<file path="src/htsc_pkg.sv">
// ----------------------------------------------------------------------------
// htsc_pkg: shared types and constants for the hex token syntax checker
// Scan modes, verdict codes, character codes and the per-item result.
// ----------------------------------------------------------------------------
package htsc_pkg;

  localparam int unsigned DEPTH_BITS_DEF = 16;
  localparam int unsigned LINE_BITS_DEF  = 24;

  typedef enum logic [1:0] {
    MODE_TOP,
    MODE_IDENT,
    MODE_HEX_X,
    MODE_HEX_DIG
  } scan_mode_t;

  typedef enum logic [2:0] {
    V_PENDING,
    V_ACCEPT,
    V_BADCHAR,
    V_BADIDENT,
    V_NOX,
    V_BADHEX,
    V_BRACKET
  } verdict_t;

  typedef logic [7:0]  byte_t;
  typedef logic [23:0] line_out_t;

  localparam byte_t CH_DOT    = 8'h2E;
  localparam byte_t CH_ZERO   = 8'h30;
  localparam byte_t CH_X      = 8'h78;
  localparam byte_t CH_LPAR   = 8'h28;
  localparam byte_t CH_RPAR   = 8'h29;
  localparam byte_t CH_COMMA  = 8'h2C;
  localparam byte_t CH_SEMI   = 8'h3B;
  localparam byte_t CH_BANG   = 8'h21;
  localparam byte_t CH_TILDE  = 8'h7E;
  localparam byte_t CH_NL     = 8'h0A;
  localparam byte_t CH_TAB    = 8'h09;
  localparam byte_t CH_CR     = 8'h0D;
  localparam byte_t CH_SPACE  = 8'h20;

  typedef struct packed {
    verdict_t  verdict;
    line_out_t line_number;
    byte_t     bad_byte;
    logic      final_res;
  } result_t;

  function automatic logic is_space(input byte_t c);
    is_space = (c == CH_SPACE) || (c >= CH_TAB && c <= CH_CR);
  endfunction

  function automatic logic is_hex(input byte_t c);
    is_hex = (c >= 8'h30 && c <= 8'h39) || (c >= 8'h61 && c <= 8'h66) ||
             (c >= 8'h41 && c <= 8'h46);
  endfunction

endpackage

</file>
<file path="src/htsc_scan.sv">
// ----------------------------------------------------------------------------
// htsc_scan: scanner state and single-item step
// Holds mode, bracket depth, line count and the latched error; works out
// the result for one item and the next state combinationally.
// ----------------------------------------------------------------------------
module htsc_scan #(
  parameter int unsigned DEPTH_BITS = htsc_pkg::DEPTH_BITS_DEF,
  parameter int unsigned LINE_BITS  = htsc_pkg::LINE_BITS_DEF
) (
  input  logic              clk,
  input  logic              rst,
  input  logic              step,
  input  htsc_pkg::byte_t   text_byte,
  input  logic              end_marker,
  output htsc_pkg::result_t res
);

  htsc_pkg::scan_mode_t mode, mode_next;
  logic [DEPTH_BITS-1:0] depth, depth_next;
  logic [LINE_BITS-1:0]  line_cnt, line_cnt_next;
  htsc_pkg::verdict_t    err_code, err_code_next;
  htsc_pkg::byte_t       err_byte, err_byte_next;

  always_ff @(posedge clk) begin
    if (rst) begin
      mode     <= htsc_pkg::MODE_TOP;
      depth    <= '0;
      line_cnt <= LINE_BITS'(1);
      err_code <= htsc_pkg::V_PENDING;
      err_byte <= '0;
    end else if (step) begin
      mode     <= mode_next;
      depth    <= depth_next;
      line_cnt <= line_cnt_next;
      err_code <= err_code_next;
      err_byte <= err_byte_next;
    end
  end

  always_comb begin
    logic handback;
    logic sep;
    logic do_top;
    handback = (text_byte == htsc_pkg::CH_DOT) || (text_byte == htsc_pkg::CH_LPAR) ||
               (text_byte == htsc_pkg::CH_RPAR) || (text_byte == htsc_pkg::CH_NL);
    sep = (text_byte == htsc_pkg::CH_COMMA) || (text_byte == htsc_pkg::CH_SEMI) ||
          htsc_pkg::is_space(text_byte);
    do_top = 1'b0;

    mode_next     = mode;
    depth_next    = depth;
    line_cnt_next = line_cnt;
    err_code_next = err_code;
    err_byte_next = err_byte;

    if (end_marker) begin
      if (err_code == htsc_pkg::V_PENDING) begin
        if (mode == htsc_pkg::MODE_HEX_X) begin
          err_code_next = htsc_pkg::V_NOX;
          err_byte_next = '0;
        end else if (depth != '0) begin
          err_code_next = htsc_pkg::V_BRACKET;
          err_byte_next = '0;
        end
      end
    end else if (err_code == htsc_pkg::V_PENDING) begin
      case (mode)
        htsc_pkg::MODE_IDENT, htsc_pkg::MODE_HEX_DIG: begin
          if (handback) begin
            mode_next = htsc_pkg::MODE_TOP;
            do_top    = 1'b1;
          end else if (sep) begin
            mode_next = htsc_pkg::MODE_TOP;
          end else if (mode == htsc_pkg::MODE_IDENT) begin
            if (text_byte < htsc_pkg::CH_BANG || text_byte > htsc_pkg::CH_TILDE) begin
              err_code_next = htsc_pkg::V_BADIDENT;
              err_byte_next = text_byte;
            end
          end else if (!htsc_pkg::is_hex(text_byte)) begin
            err_code_next = htsc_pkg::V_BADHEX;
            err_byte_next = text_byte;
          end
        end
        htsc_pkg::MODE_HEX_X: begin
          if (text_byte == htsc_pkg::CH_X) begin
            mode_next = htsc_pkg::MODE_HEX_DIG;
          end else begin
            err_code_next = htsc_pkg::V_NOX;
            err_byte_next = text_byte;
          end
        end
        default: begin
          mode_next = htsc_pkg::MODE_TOP;
          do_top    = 1'b1;
        end
      endcase

      if (do_top) begin
        if (text_byte == htsc_pkg::CH_DOT) begin
          mode_next = htsc_pkg::MODE_IDENT;
        end else if (text_byte == htsc_pkg::CH_ZERO) begin
          mode_next = htsc_pkg::MODE_HEX_X;
        end else if (text_byte == htsc_pkg::CH_LPAR) begin
          if (&depth) begin
            err_code_next = htsc_pkg::V_BRACKET;
            err_byte_next = '0;
          end else begin
            depth_next = depth + DEPTH_BITS'(1);
          end
        end else if (text_byte == htsc_pkg::CH_RPAR) begin
          if (depth == '0) begin
            err_code_next = htsc_pkg::V_BRACKET;
            err_byte_next = '0;
          end else begin
            depth_next = depth - DEPTH_BITS'(1);
          end
        end else if (text_byte == htsc_pkg::CH_NL) begin
          if (!(&line_cnt)) line_cnt_next = line_cnt + LINE_BITS'(1);
        end else if (!sep) begin
          err_code_next = htsc_pkg::V_BADCHAR;
          err_byte_next = text_byte;
        end
      end
    end

    // result reflects state after this item, before any rearm
    if (end_marker && err_code_next == htsc_pkg::V_PENDING) begin
      res.verdict = htsc_pkg::V_ACCEPT;
    end else begin
      res.verdict = err_code_next;
    end
    res.line_number = htsc_pkg::line_out_t'(line_cnt_next);
    res.bad_byte    = (err_code_next != htsc_pkg::V_PENDING) ? err_byte_next : '0;
    res.final_res   = end_marker;

    if (end_marker) begin
      mode_next     = htsc_pkg::MODE_TOP;
      depth_next    = '0;
      line_cnt_next = LINE_BITS'(1);
      err_code_next = htsc_pkg::V_PENDING;
      err_byte_next = '0;
    end
  end

endmodule

</file>
<file path="config.mk">
export PLATFORM = sky130hd
export DESIGN_NAME = htsc_scan
export DESIGN_NICKNAME = d
export VERILOG_FILES = /design/src/htsc_pkg.sv /design/src/htsc_scan.sv
export SDC_FILE = /design/constraint.sdc
export NUM_CORES = 1
export LEC_CHECK = 0
export BUFFER_PORTS_ARGS = -buffer_cell sky130_fd_sc_hd__buf_2
export CAP_MARGIN = 10
export CORE_ASPECT_RATIO = 1.25
export CORE_UTILIZATION = 35
export CTS_CLUSTER_DIAMETER = 200
export DETAILED_ROUTE_END_ITERATION = 7
export SETUP_SLACK_MARGIN = 0.05
export SLEW_MARGIN = 10
export SYNTH_ARGS = -nofsm -noshare
export SYNTH_HDL_FRONTEND = slang
export SYNTH_SLANG_ARGS = --single-unit
</file>
<file path="constraint.sdc">
create_clock -name clk -period 9.15 [get_ports clk]
set_clock_uncertainty 0.05 [all_clocks]
set_input_delay 1.83 -clock clk [delete_from_list [all_inputs] [get_ports clk]]
set_output_delay 1.83 -clock clk [all_outputs]
set_load 0.01 [all_outputs]
</file>
# Yosys cells after proc, flatten, opt, wreduce, memory -nomap -nowiden
# Index checks and enable logic that the tools add are counted.
# totals
regBits	53
latchBits	0
ram_bits	0
rom_bits	0
n_memories	0
# classes
add_sub_neg	3
multipliers	0
div	0
magnitude_cmp	10
eq_ne	16
shift	0
mux	78
n_bitwise	0
n_reduce_logical	27
# op_table
op	n
$mux W24	10
$mux W8	22
$mux W16	9
$mux W3	22
$eq A8 B6 Y1 const B	7
$add A24 B1 Y24 const B	1
$reduce_and A24 Y1	1
$add A16 B1 Y16 const B	1
$ge A8 B7 Y1 const B	2
$le A8 B7 Y1 const B	2
$logic_not A16 Y1	1
$mux W2	8
$pmux W8 S2	1
$reduce_and A16 Y1	1
$reduce_bool A16 Y1	1
$sub A16 B1 Y16 const B	1
$logic_or A1 B1 Y1	9
$eq A8 B4 Y1 const B	1
$eq A8 B7 Y1 const B	1
$ge A8 B4 Y1 const B	1
$ge A8 B6 Y1 const B	1
$gt A8 B7 Y1 const B	1
$le A8 B4 Y1 const B	1
$le A8 B6 Y1 const B	1
16 further kinds	28

# Longest topological paths before layout
# logic_depth
depth_word	21
mapped_depth	14

# Worst setup path after synthesis
# No wires, ideal clock.
# synth_timing
kind	input-to-output
from	input port text_byte[6]
to	output port res[2] (netlist bit)
arrival_ns	4.352
required_ns	7.270
slack_ns	2.918
cell_stages	12
cell_sequence	clkbuf_1 or4b_4 or3_4 clkinv_2 nor2_1 o41ai_2 nand3b_2 and2_4 buf_6 a21oi_4 nor3b_4 nor2_1
# synth_lines
element	line_no	source
start: declaration	htsc_scan.sv:13	input htsc_pkg::byte_t text_byte,
end: declaration	htsc_scan.sv:15	output htsc_pkg::result_t res

==> impl_results.md <==
* Antenna Nets Post-Route at 0
* Layout cells sized above 1 at 0.136
* Slew @ Worst Pin at around 0.93 ns
* Sum Neg Setup Slack at 0 ns
* Most frequent cells in the layout: nor2_1, dfxtp_1, nand2_1
* Initial antenna violation count at 0
* WP data required at between 7 and 8 ns
* Core Region at about 13,000 um2
* Clk pwr share at 0.423
* Slowest CP cell: or4b_4
* Fmax at approximately 150 MHz
* Num CTS Buffers at 5
* DRT Wirelength at about 14,000 um
* Avg Inst Size Synth at approximately 7.4 um2
* I/O pins at 48
* Post-synth cell types at 85
* Crit path launch type: input port
* Crit-path cells: buf_2 > or4b_4 > or3_4 > clkinv_2 > nor2_1 > o41ai_2 > nand3b_2 > and2_4 > a21oi_4 > nor3b_4 > nor2_1 > buf_2
* Buffers plus inverters on the worst setup path at 3
* Crit path depth at 12
* Maxcap violations at 0
* EDFF count, synth at 0
* Leakage power at between 0.0015 and 0.002 uW
* H-tree levels at 2
* Syn Inst Count at 617
* Pint at approximately 380 uW
* Relative slew slack at 0.375
* Seq cells post-synth at 53
* Post-DP HPWL at roughly 10000 um
* Initial Util at 0.358
* Yosys warning count at 0
* Vias per cell at between 5 and 6
* Net count after synthesis at about 650
* Die height at about 130 um
* Global-route wire length before repair at between 20,000 and 25,000 um
* Die Area at 13,400 um2
* Status: completed
* Cell family with most CP delay: simple AND/OR/NAND/NOR gates
* GPL Wtd Cong at slightly above 0.9
* Synth Flop Type: dfxtp_1
* Final Hold Vio Count at 0
* Worst Hold Path EP: depth[13]$_SDFFE_PP0P_
* Combinational fraction of design power at 0.137
* Arrival time worst endpoint at around 5 ns
* Starting DRT DRC Count at 282
* Commonest non-fill, non-tap cell in the layout: nor2_1
* Clk_lat worst skew at about 0.3 ns
* Crit share post-route at 0.746
* Crit path kind: input port to primary output
* Vias in the first global route at 4,585
* VDD IR max at roughly 0.061 mV
* Post-CTS setup buffer count at 0
* Clock Sinks at between 50 and 60
* Power density over the cells at 107 nW/um2
* Grt total ovfl at 0
* Switching fraction of total power at 0.278
* Tmin final at about 7 ns
* All-Layer GR Usage at 0.204
* Dpl ws at roughly 2.4 ns
* Worst r2r path cells at 8
* CTS tree: done
* R2R Path End: line_cnt[18]$_SDFFE_PP0P_
* Layout area overhead at 10.1%
* Avg WL per Cell at approximately 17 um
* Post-route DRC at 0
* Row count at 46
* Final Setup Violations at 0
* Async SR Flop Fraction at 0
* Mapped Area at roughly 4500 um2
* Sw Pwr at ~150 uW
* R2R setup slack at approximately 5.5 ns
* Hold Path Stages at 2
* Vias at 4,743
* First-pass DRT Iterations at 5
* Hold Startpoint: depth[13]$_SDFFE_PP0P_
* Final core occ at 0.395
* Die width at 104 um
* CP max FO at 19
* Reg2Reg Launch Point: err_code[0]$_SDFFE_PP0P_
* WHS at 0.466 ns
* Final Slew Violations at 0
* Largest net degree at the start of global routing at 43
* Antenna cells at 0
* Post-cts hold buffer count at 0
* I/O Buffers at 47
* Root Driver: clkbuf_16
* Met2 Usage GRT at 0.369
* Busiest grt layer: met2
* Met1 usage at 0.233
* Sequential power share at 0.439
* Highest cell delay on the worst timing path at about 0.55 ns
* Crit end category: primary output
* Met3 Track Usage GR at 0.0372
* Min-Delay Path Class: flip-flop to flip-flop
* RSZ-0062 raised after global routing: no
* Seq/Total Area, Yosys at 0.234
* Final net count at 661
* Clock tree buffer depth at 2
* CTS clk-pin slew, worst paths at about 0.070 ns
* # fillers at around 1,400
* Post-CTS Resized at 0
* Final setup margin at roughly 2.3 ns
## worst max-delay path by stage
stage,from,to
after floorplan,text_byte[6],res[2]
after global placement,text_byte[5],res[4]
after detailed placement,text_byte[5],res[3]
after CTS,text_byte[5],res[3]
after global routing,text_byte[5],res[3]
final,text_byte[5],res[3]
## Yosys cell counts (4+ instances only)
cell / count / area share
a21o_1: 8 / 0.013
a21oi_1: 41 / 0.045
a221oi_1: 4 / 0.0077
a22oi_1: 19 / 0.031
a31oi_1: 12 / 0.017
and2_1: 7 / 0.0096
and3_1: 6 / 0.0083
and4_1: 5 / 0.0096
buf_2: 4 / 0.0044
clkbuf_1: 32 / 0.026
dfxtp_1: 53 / 0.23
ha_1: 15 / 0.041
inv_1: 11 / 0.0091
mux2i_1: 6 / 0.013
nand2_1: 52 / 0.043
nand2b_1: 10 / 0.014
nand3_1: 31 / 0.034
nand4_1: 10 / 0.014
nor2_1: 76 / 0.063
nor2b_1: 6 / 0.0083
nor3_1: 24 / 0.026
nor4_1: 8 / 0.011
o211ai_1: 8 / 0.013
o21ai_0: 35 / 0.039
o31ai_1: 7 / 0.012
or3_1: 9 / 0.012
or4_1: 4 / 0.0066
xnor2_1: 22 / 0.042
xor2_1: 14 / 0.027
## per-layer routing
metal  share of wire  vias up
met5               0        -
met4           0.034        0
met3           0.060       32
met2            0.49      162
met1            0.41     2223
li1                -     2326
## state kept, by name, summed over array words and instances, names as in the netlist
signal,cells
line_cnt,24
depth,16
err_byte,8
err_code,3
mode,2
## cell type report
type | count | area (um2) | share of cell area
sequential | 53 | 1060 | 0.212
inverter | 13 | 50.0 | 0.0100
tap | 168 | 210 | 0.0421
multi-input combinational | 510 | 3250 | 0.650
timing repair buffer | 50 | 258 | 0.0516
clock inverter | 3 | 43.8 | 0.00876
clock buffer | 5 | 125 | 0.0250
## power groups by stage
stage / sequential [uW] / combinational (uW) / clock, uW
final: 234 / 73.2 / 226
after global routing: 235 / 80.1 / 239
after CTS: 234 / 72.3 / 232
after detailed placement: 240 / 72.0 / 0
after global placement: 240 / 71.3 / 0
after floorplan: 239 / 51.7 / 0
## kinds of logic (layout without fill, tap and decap cells)
logic type / count (synthesis) / count (layout) / share of synthesized area
XOR/XNOR: 36 / 36 / 0.0695
AO/OA/AOI/OAI: 175 / 175 / 0.262
flip-flops: 53 / 53 / 0.234
multiplexers: 7 / 7 / 0.0157
AND/OR/NAND/NOR: 276 / 276 / 0.323
buffers and inverters: 54 / 71 / 0.0502
adder cells (fa/ha/maj): 16 / 16 / 0.0458
## stage by stage
stage	power (uW)	std cells	area [um2]
floorplan	291	617	4540
global placement	311	794	4830
detailed placement	312	794	4830
CTS	538	802	5000
global route	553	802	5000
finish	533	802	5000
## worst min-delay path, delay by kind of cell, from the launching register on
kind | cells | cell delay (ns)
AO/OA/AOI/OAI | 1 | 0.06
AND/OR/NAND/NOR | 1 | 0.07
flip-flops | 1 | 0.34
Power figures use the tool's default switching activity.
